### config.mk
export PLATFORM = sky130hd
export DESIGN_NAME = sensor_level_percent_filter_top_flat
export DESIGN_NICKNAME = d
export VERILOG_FILES = /design/src/rtl/core/slpf_pkg.sv /design/src/rtl/core/slpf_in_if.sv /design/src/rtl/core/slpf_out_if.sv /design/src/rtl/core/slpf_cfg_if.sv /design/src/rtl/core/sensor_level_percent_filter_top.sv /design/src/rtl/core/slpf_cfg_regs.sv /design/src/rtl/core/slpf_ctrl.sv /design/src/rtl/core/slpf_dpath.sv /design/src/flat_wrapper.sv
export SDC_FILE = /design/constraint.sdc
export NUM_CORES = 1
export LEC_CHECK = 0
export BUFFER_PORTS_ARGS = -buffer_cell sky130_fd_sc_hd__buf_2
export CORE_MARGIN = 3
export CORE_UTILIZATION = 64
export DETAILED_ROUTE_END_ITERATION = 6
export PLACE_DENSITY = 0.88
export SLEW_MARGIN = 10
export SYNTH_ARGS = -nofsm -noshare
export SYNTH_HDL_FRONTEND = slang
export SYNTH_SLANG_ARGS = --single-unit
### constraint.sdc
create_clock -name clk -period 8.27 [get_ports clk]
set_clock_uncertainty 0.15 [all_clocks]
set_input_delay 0.827 -clock clk [delete_from_list [all_inputs] [get_ports clk]]
set_output_delay 0.827 -clock clk [all_outputs]
set_load 0.005 [all_outputs]
### src/rtl/core/slpf_pkg.sv
// Shared types and constants for the sensor level percent filter.
package slpf_pkg;

    localparam int CODE_W     = 12;
    localparam int PCT_W      = 8;
    localparam int Q16_W      = 20;
    localparam int LIMIT_W    = 16;
    localparam int CFG_IDX_W  = 3;
    localparam int CFG_DATA_W = 20;
    localparam int FRAC_W     = 16;
    localparam int SLOPE_PROD_W = CODE_W + Q16_W;
    localparam int LVL_PROD_W   = PCT_W + Q16_W;

    localparam logic [PCT_W-1:0]  INVALID_MARK = 8'hFF;
    localparam logic [PCT_W-1:0]  OUT_MAX      = 8'd254;
    localparam logic [FRAC_W-1:0] HALF_Q16     = 16'h8000;

    localparam logic [CFG_IDX_W-1:0] REG_MIN_CODE   = 3'd0;
    localparam logic [CFG_IDX_W-1:0] REG_MAX_CODE   = 3'd1;
    localparam logic [CFG_IDX_W-1:0] REG_SLOPE      = 3'd2;
    localparam logic [CFG_IDX_W-1:0] REG_LEVEL_RECIP = 3'd3;
    localparam logic [CFG_IDX_W-1:0] REG_FAIL_LIMIT = 3'd4;

    typedef struct packed {
        logic [CODE_W-1:0]  min_code;
        logic [CODE_W-1:0]  max_code;
        logic [Q16_W-1:0]   slope_q16;
        logic [Q16_W-1:0]   level_recip_q16;
        logic [LIMIT_W-1:0] fail_limit;
    } cfg_t;

    typedef enum logic [2:0] {
        ST_IDLE,
        ST_SUM,
        ST_DIV,
        ST_CHECK,
        ST_PCT,
        ST_FIN
    } state_t;

    typedef struct packed {
        logic load;
        logic upd;
        logic div;
        logic check;
        logic pct;
        logic fin;
    } cmd_t;

endpackage

### src/rtl/core/slpf_in_if.sv
// Input channel: one burst of raw converter samples per beat.
interface slpf_in_if;
    logic                       valid;
    logic                       ready;
    logic [slpf_pkg::CODE_W-1:0] sample_a;
    logic [slpf_pkg::CODE_W-1:0] sample_b;
    logic [slpf_pkg::CODE_W-1:0] sample_c;
    logic [slpf_pkg::CODE_W-1:0] sample_d;

    modport source (output valid, output sample_a, output sample_b, output sample_c,
                    output sample_d, input ready);
    modport sink (input valid, input sample_a, input sample_b, input sample_c,
                  input sample_d, output ready);
endinterface

### src/rtl/core/slpf_out_if.sv
// Output channel: one filtered reading per beat.
interface slpf_out_if;
    logic                        valid;
    logic                        ready;
    logic [slpf_pkg::PCT_W-1:0]  percent;
    logic [slpf_pkg::PCT_W-1:0]  level;
    logic [slpf_pkg::CODE_W-1:0] filtered_code;
    logic                        in_range;

    modport source (output valid, output percent, output level, output filtered_code,
                    output in_range, input ready);
    modport sink (input valid, input percent, input level, input filtered_code,
                  input in_range, output ready);
endinterface

### src/rtl/core/slpf_cfg_if.sv
// Configuration write channel: register index and write data per beat.
interface slpf_cfg_if;
    logic                            valid;
    logic                            ready;
    logic [slpf_pkg::CFG_IDX_W-1:0]  index;
    logic [slpf_pkg::CFG_DATA_W-1:0] data;

    modport source (output valid, output index, output data, input ready);
    modport sink (input valid, input index, input data, output ready);
endinterface

### src/rtl/core/sensor_level_percent_filter_top.sv
// Top level of the sensor level percent filter.
// Each beat on samples carries a burst of converter samples; the block floors
// their mean, pushes it into a WINDOW_DEPTH-entry moving-average window that
// starts at all zeros and always divides by the full depth, then checks the
// filtered code against [min_code, max_code]. In range, percent is
// round((code - min_code) * slope_q16 / 2^16) and level is
// round(percent * level_recip_q16 / 2^16), both capped at 254; out of range
// the last values hold and a fail counter advances, and when it reaches
// fail_limit both outputs become 255 (invalid). One result beat per input
// beat. The burst mean and window read happen at the accepting edge; the
// single shared datapath then steps through running-sum update, reciprocal
// multiply for the division by depth, range check with slope multiply,
// percent rounding with level multiply, and final rounding, which loads the
// output register. The next burst is accepted in the cycle after that load,
// even while the previous result still waits on result.ready. If a result
// still waits when the next burst reaches its final step, that step holds
// until result.ready, and the burst after it waits too.
// The window needs no clearing pass after reset. Write configuration only
// while the block is idle.
module sensor_level_percent_filter_top #(
    parameter int WINDOW_DEPTH = 8,
    parameter int BURST_SIZE   = 4
) (
    input  logic         clk,
    input  logic         rst_n,
    slpf_in_if.sink      samples,
    slpf_out_if.source   result,
    slpf_cfg_if.sink     cfg
);

    slpf_pkg::cfg_t regs;
    slpf_pkg::cmd_t cmd;

    slpf_cfg_regs u_cfg_regs (
        .clk   (clk),
        .rst_n (rst_n),
        .cfg   (cfg),
        .regs  (regs)
    );

    slpf_ctrl u_ctrl (
        .clk       (clk),
        .rst_n     (rst_n),
        .in_valid  (samples.valid),
        .in_ready  (samples.ready),
        .out_valid (result.valid),
        .out_ready (result.ready),
        .cmd       (cmd)
    );

    slpf_dpath #(
        .WINDOW_DEPTH (WINDOW_DEPTH),
        .BURST_SIZE   (BURST_SIZE)
    ) u_dpath (
        .clk           (clk),
        .rst_n         (rst_n),
        .cmd           (cmd),
        .regs          (regs),
        .sample_a      (samples.sample_a),
        .sample_b      (samples.sample_b),
        .sample_c      (samples.sample_c),
        .sample_d      (samples.sample_d),
        .percent       (result.percent),
        .level         (result.level),
        .filtered_code (result.filtered_code),
        .in_range      (result.in_range)
    );

endmodule

### src/rtl/core/slpf_cfg_regs.sv
// Configuration register file written through the configuration channel.
module slpf_cfg_regs (
    input  logic          clk,
    input  logic          rst_n,
    slpf_cfg_if.sink      cfg,
    output slpf_pkg::cfg_t regs
);

    slpf_pkg::cfg_t regs_reg;
    slpf_pkg::cfg_t regs_next;

    assign cfg.ready = 1'b1;
    assign regs      = regs_reg;

    always_comb
    begin
        regs_next = regs_reg;
        if (cfg.valid)
        begin
            case (cfg.index)
                slpf_pkg::REG_MIN_CODE:
                    regs_next.min_code = cfg.data[slpf_pkg::CODE_W-1:0];
                slpf_pkg::REG_MAX_CODE:
                    regs_next.max_code = cfg.data[slpf_pkg::CODE_W-1:0];
                slpf_pkg::REG_SLOPE:
                    regs_next.slope_q16 = cfg.data[slpf_pkg::Q16_W-1:0];
                slpf_pkg::REG_LEVEL_RECIP:
                    regs_next.level_recip_q16 = cfg.data[slpf_pkg::Q16_W-1:0];
                slpf_pkg::REG_FAIL_LIMIT:
                    regs_next.fail_limit = cfg.data[slpf_pkg::LIMIT_W-1:0];
                default:
                    regs_next = regs_reg;
            endcase
        end
    end

    always_ff @(posedge clk or negedge rst_n)
    begin
        if (!rst_n)
        begin
            regs_reg.min_code        <= 12'd0;
            regs_reg.max_code        <= 12'd4095;
            regs_reg.slope_q16       <= 20'd1600;
            regs_reg.level_recip_q16 <= 20'd6554;
            regs_reg.fail_limit      <= 16'd10;
        end
        else
        begin
            regs_reg <= regs_next;
        end
    end

endmodule

### src/rtl/core/slpf_ctrl.sv
// Sequencer that steps one burst through the filter datapath.
module slpf_ctrl (
    input  logic                clk,
    input  logic                rst_n,
    input  logic                in_valid,
    output logic                in_ready,
    output logic                out_valid,
    input  logic                out_ready,
    output slpf_pkg::cmd_t      cmd
);

    slpf_pkg::state_t state_reg;
    slpf_pkg::state_t state_next;
    logic             out_vld_reg;
    logic             out_vld_next;
    logic             out_free;

    assign out_free  = !out_vld_reg || out_ready;
    assign out_valid = out_vld_reg;

    always_comb
    begin
        state_next = state_reg;
        case (state_reg)
            slpf_pkg::ST_IDLE:
                if (in_valid)
                    state_next = slpf_pkg::ST_SUM;
            slpf_pkg::ST_SUM:   state_next = slpf_pkg::ST_DIV;
            slpf_pkg::ST_DIV:   state_next = slpf_pkg::ST_CHECK;
            slpf_pkg::ST_CHECK: state_next = slpf_pkg::ST_PCT;
            slpf_pkg::ST_PCT:   state_next = slpf_pkg::ST_FIN;
            slpf_pkg::ST_FIN:
                // hold until the output register can take the result
                if (out_free)
                    state_next = slpf_pkg::ST_IDLE;
            default:            state_next = slpf_pkg::ST_IDLE;
        endcase
    end

    always_comb
    begin
        cmd      = '0;
        in_ready = 1'b0;
        case (state_reg)
            slpf_pkg::ST_IDLE:
            begin
                in_ready = 1'b1;
                cmd.load = in_valid;
            end
            slpf_pkg::ST_SUM:   cmd.upd   = 1'b1;
            slpf_pkg::ST_DIV:   cmd.div   = 1'b1;
            slpf_pkg::ST_CHECK: cmd.check = 1'b1;
            slpf_pkg::ST_PCT:   cmd.pct   = 1'b1;
            slpf_pkg::ST_FIN:   cmd.fin   = out_free;
            default:            cmd       = '0;
        endcase
    end

    always_comb
    begin
        out_vld_next = out_vld_reg;
        if (out_ready)
            out_vld_next = 1'b0;
        if (cmd.fin)
            out_vld_next = 1'b1;
    end

    always_ff @(posedge clk or negedge rst_n)
    begin
        if (!rst_n)
        begin
            state_reg   <= slpf_pkg::ST_IDLE;
            out_vld_reg <= 1'b0;
        end
        else
        begin
            state_reg   <= state_next;
            out_vld_reg <= out_vld_next;
        end
    end

endmodule

### src/rtl/core/slpf_dpath.sv
// Datapath: burst mean, moving-average window, range check and Q16 scaling.
module slpf_dpath #(
    parameter int WINDOW_DEPTH = 8,
    parameter int BURST_SIZE   = 4
) (
    input  logic                          clk,
    input  logic                          rst_n,
    input  slpf_pkg::cmd_t                cmd,
    input  slpf_pkg::cfg_t                regs,
    input  logic [slpf_pkg::CODE_W-1:0]   sample_a,
    input  logic [slpf_pkg::CODE_W-1:0]   sample_b,
    input  logic [slpf_pkg::CODE_W-1:0]   sample_c,
    input  logic [slpf_pkg::CODE_W-1:0]   sample_d,
    output logic [slpf_pkg::PCT_W-1:0]    percent,
    output logic [slpf_pkg::PCT_W-1:0]    level,
    output logic [slpf_pkg::CODE_W-1:0]   filtered_code,
    output logic                          in_range
);

    localparam int CODE_W  = slpf_pkg::CODE_W;
    localparam int PCT_W   = slpf_pkg::PCT_W;
    localparam int SLOT_W  = (WINDOW_DEPTH > 1) ? $clog2(WINDOW_DEPTH) : 1;
    localparam int SUM_W   = CODE_W + SLOT_W;
    // floor(x / depth) as (x * RECIP_M) >> RECIP_SH, exact for x below 2^SUM_W
    localparam int RECIP_SH = SUM_W + SLOT_W;
    localparam int RECIP_W  = SUM_W + 1;
    localparam int RECIP_M  = ((1 << RECIP_SH) + WINDOW_DEPTH - 1) / WINDOW_DEPTH;
    localparam int DIV_W    = SUM_W + RECIP_W;
    localparam int NSAMP    = (BURST_SIZE > 4) ? 4 : ((BURST_SIZE < 1) ? 1 : BURST_SIZE);
    localparam int BSUM_W   = CODE_W + 2;
    localparam int THIRD_W  = 16;
    localparam logic [THIRD_W-1:0] THIRD_Q16 = 16'd21846;
    localparam logic [SLOT_W-1:0]  LAST_SLOT = SLOT_W'(WINDOW_DEPTH - 1);
    localparam int SP_W = slpf_pkg::SLOPE_PROD_W;
    localparam int LP_W = slpf_pkg::LVL_PROD_W;
    localparam int FR_W = slpf_pkg::FRAC_W;

    // window store and its per-entry valid bits (entries read as zero until written)
    logic [CODE_W-1:0]       win_mem [WINDOW_DEPTH];
    logic [WINDOW_DEPTH-1:0] win_vld_reg;
    logic [WINDOW_DEPTH-1:0] win_vld_next;

    logic [CODE_W-1:0]  mean_reg;
    logic [CODE_W-1:0]  old_reg;
    logic               old_vld_reg;
    logic [SLOT_W-1:0]  slot_reg;
    logic [SLOT_W-1:0]  slot_next;
    logic [SUM_W-1:0]   sum_reg;
    logic [SUM_W-1:0]   sum_next;
    logic [DIV_W-1:0]   div_prod_reg;
    logic [CODE_W-1:0]  code_reg;
    logic               ok_reg;
    logic [SP_W-1:0]    pct_prod_reg;
    logic [PCT_W-1:0]   pct_reg;
    logic [LP_W-1:0]    lvl_prod_reg;
    logic [slpf_pkg::LIMIT_W-1:0] fail_reg;
    logic [slpf_pkg::LIMIT_W-1:0] fail_next;
    logic [PCT_W-1:0]   held_pct_reg;
    logic [PCT_W-1:0]   held_pct_next;
    logic [PCT_W-1:0]   held_lvl_reg;
    logic [PCT_W-1:0]   held_lvl_next;
    logic [PCT_W-1:0]   out_pct_reg;
    logic [PCT_W-1:0]   out_lvl_reg;
    logic [CODE_W-1:0]  out_code_reg;
    logic               out_ok_reg;

    logic [BSUM_W-1:0]          burst_sum;
    logic [BSUM_W+THIRD_W-1:0]  third_prod;
    logic [CODE_W-1:0]          mean;
    logic [CODE_W-1:0]          old_val;
    logic [CODE_W-1:0]          code;
    logic                       ok;
    logic [CODE_W-1:0]          offset;
    logic [SP_W:0]              pct_rnd;
    logic [PCT_W-1:0]           pct_sat;
    logic [LP_W:0]              lvl_rnd;
    logic [PCT_W-1:0]           lvl_sat;
    logic [slpf_pkg::LIMIT_W-1:0] fail_inc;

    // burst mean over the first NSAMP samples
    always_comb
    begin
        burst_sum = BSUM_W'(sample_a);
        if (NSAMP >= 2)
            burst_sum = burst_sum + BSUM_W'(sample_b);
        if (NSAMP >= 3)
            burst_sum = burst_sum + BSUM_W'(sample_c);
        if (NSAMP >= 4)
            burst_sum = burst_sum + BSUM_W'(sample_d);
        third_prod = (BSUM_W+THIRD_W)'(burst_sum) * (BSUM_W+THIRD_W)'(THIRD_Q16);
        case (NSAMP)
            1:       mean = burst_sum[CODE_W-1:0];
            2:       mean = burst_sum[CODE_W:1];
            3:       mean = third_prod[FR_W +: CODE_W];
            default: mean = burst_sum[CODE_W+1:2];
        endcase
    end

    assign old_val  = old_vld_reg ? old_reg : '0;
    assign sum_next = sum_reg - SUM_W'(old_val) + SUM_W'(mean_reg);
    assign slot_next = (slot_reg == LAST_SLOT) ? '0 : slot_reg + 1'b1;

    always_comb
    begin
        win_vld_next = win_vld_reg;
        if (cmd.upd)
            win_vld_next[slot_reg] = 1'b1;
    end

    // range check on the divided window sum
    assign code   = div_prod_reg[RECIP_SH +: CODE_W];
    assign ok     = (code >= regs.min_code) && (code <= regs.max_code);
    assign offset = code - regs.min_code;

    // round half up, saturate at the top value below the invalid mark
    assign pct_rnd = {1'b0, pct_prod_reg} + (SP_W+1)'(slpf_pkg::HALF_Q16);
    assign pct_sat = (pct_rnd[SP_W:FR_W] > (SP_W+1-FR_W)'(slpf_pkg::OUT_MAX))
                     ? slpf_pkg::OUT_MAX : pct_rnd[FR_W +: PCT_W];
    assign lvl_rnd = {1'b0, lvl_prod_reg} + (LP_W+1)'(slpf_pkg::HALF_Q16);
    assign lvl_sat = (lvl_rnd[LP_W:FR_W] > (LP_W+1-FR_W)'(slpf_pkg::OUT_MAX))
                     ? slpf_pkg::OUT_MAX : lvl_rnd[FR_W +: PCT_W];

    assign fail_inc = fail_reg + 1'b1;

    always_comb
    begin
        fail_next     = fail_reg;
        held_pct_next = held_pct_reg;
        held_lvl_next = held_lvl_reg;
        if (ok_reg)
        begin
            fail_next     = '0;
            held_pct_next = pct_reg;
            held_lvl_next = lvl_sat;
        end
        else if (fail_inc == regs.fail_limit)
        begin
            fail_next     = '0;
            held_pct_next = slpf_pkg::INVALID_MARK;
            held_lvl_next = slpf_pkg::INVALID_MARK;
        end
        else
        begin
            fail_next = fail_inc;
        end
    end

    always_ff @(posedge clk)
    begin
        if (cmd.load)
            old_reg <= win_mem[slot_reg];
        if (cmd.upd)
            win_mem[slot_reg] <= mean_reg;
    end

    always_ff @(posedge clk)
    begin
        if (cmd.load)
            mean_reg <= mean;
        if (cmd.div)
            div_prod_reg <= DIV_W'(sum_reg) * DIV_W'(RECIP_M);
        if (cmd.check)
        begin
            code_reg     <= code;
            pct_prod_reg <= SP_W'(offset) * SP_W'(regs.slope_q16);
        end
        if (cmd.pct)
        begin
            pct_reg      <= pct_sat;
            lvl_prod_reg <= LP_W'(pct_sat) * LP_W'(regs.level_recip_q16);
        end
        if (cmd.fin)
        begin
            out_pct_reg  <= held_pct_next;
            out_lvl_reg  <= held_lvl_next;
            out_code_reg <= code_reg;
            out_ok_reg   <= ok_reg;
        end
    end

    always_ff @(posedge clk or negedge rst_n)
    begin
        if (!rst_n)
        begin
            win_vld_reg  <= '0;
            old_vld_reg  <= 1'b0;
            slot_reg     <= '0;
            sum_reg      <= '0;
            ok_reg       <= 1'b0;
            fail_reg     <= '0;
            held_pct_reg <= slpf_pkg::INVALID_MARK;
            held_lvl_reg <= slpf_pkg::INVALID_MARK;
        end
        else
        begin
            win_vld_reg <= win_vld_next;
            if (cmd.load)
                old_vld_reg <= win_vld_reg[slot_reg];
            if (cmd.upd)
            begin
                sum_reg  <= sum_next;
                slot_reg <= slot_next;
            end
            if (cmd.check)
                ok_reg <= ok;
            if (cmd.fin)
            begin
                fail_reg     <= fail_next;
                held_pct_reg <= held_pct_next;
                held_lvl_reg <= held_lvl_next;
            end
        end
    end

    assign percent       = out_pct_reg;
    assign level         = out_lvl_reg;
    assign filtered_code = out_code_reg;
    assign in_range      = out_ok_reg;

endmodule
### src/flat_wrapper.sv
// flat-port wrapper written by rule: the top's interface ports become plain ports
module sensor_level_percent_filter_top_flat 
#(
    parameter int WINDOW_DEPTH = 8,
    parameter int BURST_SIZE   = 4
)
  (clk, rst_n, samples_valid, samples_sample_a, samples_sample_b, samples_sample_c, samples_sample_d, samples_ready, result_valid, result_percent, result_level, result_filtered_code, result_in_range, result_ready, cfg_valid, cfg_index, cfg_data, cfg_ready);
  slpf_in_if samples_i ();
  slpf_out_if result_i ();
  slpf_cfg_if cfg_i ();
  input  logic clk;
  input  logic rst_n;
  input wire logic [$bits(samples_i.valid)-1:0] samples_valid;
  input wire logic [$bits(samples_i.sample_a)-1:0] samples_sample_a;
  input wire logic [$bits(samples_i.sample_b)-1:0] samples_sample_b;
  input wire logic [$bits(samples_i.sample_c)-1:0] samples_sample_c;
  input wire logic [$bits(samples_i.sample_d)-1:0] samples_sample_d;
  output wire logic [$bits(samples_i.ready)-1:0] samples_ready;
  output wire logic [$bits(result_i.valid)-1:0] result_valid;
  output wire logic [$bits(result_i.percent)-1:0] result_percent;
  output wire logic [$bits(result_i.level)-1:0] result_level;
  output wire logic [$bits(result_i.filtered_code)-1:0] result_filtered_code;
  output wire logic [$bits(result_i.in_range)-1:0] result_in_range;
  input wire logic [$bits(result_i.ready)-1:0] result_ready;
  input wire logic [$bits(cfg_i.valid)-1:0] cfg_valid;
  input wire logic [$bits(cfg_i.index)-1:0] cfg_index;
  input wire logic [$bits(cfg_i.data)-1:0] cfg_data;
  output wire logic [$bits(cfg_i.ready)-1:0] cfg_ready;
  assign samples_i.valid = samples_valid;
  assign samples_i.sample_a = samples_sample_a;
  assign samples_i.sample_b = samples_sample_b;
  assign samples_i.sample_c = samples_sample_c;
  assign samples_i.sample_d = samples_sample_d;
  assign samples_ready = samples_i.ready;
  assign result_valid = result_i.valid;
  assign result_percent = result_i.percent;
  assign result_level = result_i.level;
  assign result_filtered_code = result_i.filtered_code;
  assign result_in_range = result_i.in_range;
  assign result_i.ready = result_ready;
  assign cfg_i.valid = cfg_valid;
  assign cfg_i.index = cfg_index;
  assign cfg_i.data = cfg_data;
  assign cfg_ready = cfg_i.ready;
  sensor_level_percent_filter_top #(.WINDOW_DEPTH(WINDOW_DEPTH), .BURST_SIZE(BURST_SIZE)) u_core (.clk(clk), .rst_n(rst_n), .samples(samples_i), .result(result_i), .cfg(cfg_i));
endmodule
==> results.json <==
{
  "hold_ws_ps": 129.3,
  "cts_hold_buffers": 0,
  "placedCellCount": 3453,
  "clock_path_buffers": 3,
  "die_w_um": 220.1,
  "synth_cell_type_count": 79,
  "initialDrtViolationCount": 1724,
  "finalMaxSlewViolations": 0,
  "synth_top_area_frac": 0.2161,
  "synth-seq-cells": 355,
  "clk_pin_slew_ps": 60,
  "grt_max_degree": 79,
  "path_common_cell": "fa_1",
  "final_common_cell": "inv_1",
  "critical_path.top_delay_family": "adder cells",
  "grt_usage": 0.3018,
  "firstDrtPassIters": 6,
  "area_growth_pct": 8.554,
  "syn_area_um2": 29330,
  "cts_buffers": 37,
  "avgSynthCellArea_um2": 10.35,
  "synth_nets": 3400,
  "register_area_um2": 9990,
  "dp_hpwl_mm": 51.84,
  "async_flop_share": 0.4056,
  "fin_crit_sh": 0.9619,
  "r2r_slack_ps": 320,
  "fin_ws_ps": 315.3,
  "path_buf_inv": 3,
  "worstMarginPinSlew_ps": 1225,
  "synth-seq-area-share": 0.3406,
  "status": "finished clean",
  "post-route-drc-count": 0,
  "clk_latency_ps": 570,
  "vias": 21020,
  "cts_tree": "yes",
  "pre_cts_ws_ps": -45.20,
  "relSlewSlack": 0.1825,
  "antenna_found_initial": 1,
  "finalHoldViolCount": 0,
  "start_util": 0.6560,
  "path_max_fanout": 15,
  "postLayoutCoreUtil": 0.7122,
  "layout_common_cells": "inv_1 (470), nand2_1 (338), fa_1 (312), edfxtp_1 (211), and2_1 (188)",
  "fin_crit_ps": 7955,
  "yosysTopAreaCell": "edfxtp_1",
  "cap_violations": 0,
  "num_rows": 77,
  "multiInputGateArea_um2": 17190,
  "grt_pass1_vias": 22390,
  "core_region_area_um2": 44700,
  "fmaxAchievable_ghz": 0.1257,
  "io_buffer_count": 106,
  "overflow": 0,
  "synth_edf_count": 211,
  "fillCellCount": 2977,
  "synth.area.top_cells": "edfxtp_1 (22%), fa_1 (21%), dfrtp_1 (8.9%)",
  "gp_congestion": 0.9435,
  "instances_no_fill": 3525,
  "routedWlPerCell_um": 19.94,
  "end_kind": "register",
  "nets": 3470,
  "vias_per_cell": 5.963,
  "largest_reg_flops": 96,
  "routed_wl_mm": 70.30,
  "slowest_stage": "xnor2_1",
  "cp_slowest_stage_delay_ps": 610,
  "required_ps": 8410,
  "finalSetupViolCount": 0,
  "yosys_warnings": 0,
  "ys.flop_type": "edfxtp_1",
  "fp.dieArea_um2": 48430,
  "root_buffer": "clkbuf_16",
  "clock_sinks": 355,
  "grt_pass1_wl_mm": 114.7,
  "cp-start-kind": "register",
  "postRouteAntennaNets": 0,
  "arrival_ps": 8100,
  "path_class": "reg -> reg",
  "drive_gt1_frac": 0.1299,
  "io_pins": 108,
  "htree_levels": 2,
  "syn_inst": 2833,
  "hp-class": "in -> async",
  "die_h_um": 220.1
}
-- final timing paths --
path                                            startpoint                               end  cells past startpoint
setup reg to reg           u_core.u_dpath.div_prod_reg[19]   u_core.u_dpath.pct_prod_reg[29]                     28
hold reg to reg                u_core.u_dpath.code_reg[11]  u_core.u_dpath.filtered_code[11]                      0
setup / recovery           u_core.u_dpath.div_prod_reg[19]   u_core.u_dpath.pct_prod_reg[29]                     28
min in group clk               u_core.u_dpath.code_reg[11]  u_core.u_dpath.filtered_code[11]                      0
max in group asynchronous                            rst_n       u_core.u_dpath.fail_reg[12]                      2
hold / removal                                       rst_n        u_core.u_dpath.fail_reg[1]                      1
-- cell families after synthesis --
kind of cell / synth area share
flops: 0.3406
other cells: 0.0001279
compound gates: 0.07121
fa+ha+maj: 0.2893
simple gates: 0.1457
buf+inv: 0.07701
xor+xnor: 0.02986
mux: 0.04608
-- repair_timing --
action / CTS / global route
pin swaps: 0 / 1
gates cloned: 0 / 0
buffers inserted: 0 / 3
resized for setup: 1 / 10
endpoints found under the setup margin: 2 / 9
-- per-layer routing --
metal | GRT usage | part of all wire
met4 | 0.1230 | 0.040
met1 | 0.3855 | 0.38
met2 | 0.5153 | 0.50
met3 | 0.05143 | 0.083
met5 | 0 | 0
-- final cells by class --
cell class	instances	share of cell area
clock inverter	13	0.004756
multi-input combinational	1888	0.5400
timing repair buffer	151	0.02759
clock buffer	55	0.03510
sequential	355	0.3138
antenna	1	0.00007860
tap	592	0.02327
inverter	470	0.05542
-- metrics by stage --
stage                     setup TNS [ps]  area (µm²)
after global routing              -25.61       31840
after CTS                              0       31780
final                                  0       31840
after detailed placement          -62.85       30500
after global placement                 0       30500
after floorplan                        0       29330
-- cell usage after synthesis (21+ instances only) --
master and n:
o21ai_0 106, and2_1 188, dfstp_2 40, a21oi_1 81
mux2i_1 27, edfxtp_1 211, mux2_2 76, nand2b_1 57
nand2_1 338, dfrtp_1 104, xor2_1 43, clkbuf_1 93
nand3_1 31, ha_1 179, nor2_1 91, nand4_1 21
fa_1 312, nor3_1 34, xnor2_1 57, inv_1 470
a21o_1 25
Power is left out: the tool's default activity adds up to more than one toggle a clock period on the data nets, which glitch-free logic cannot reach.
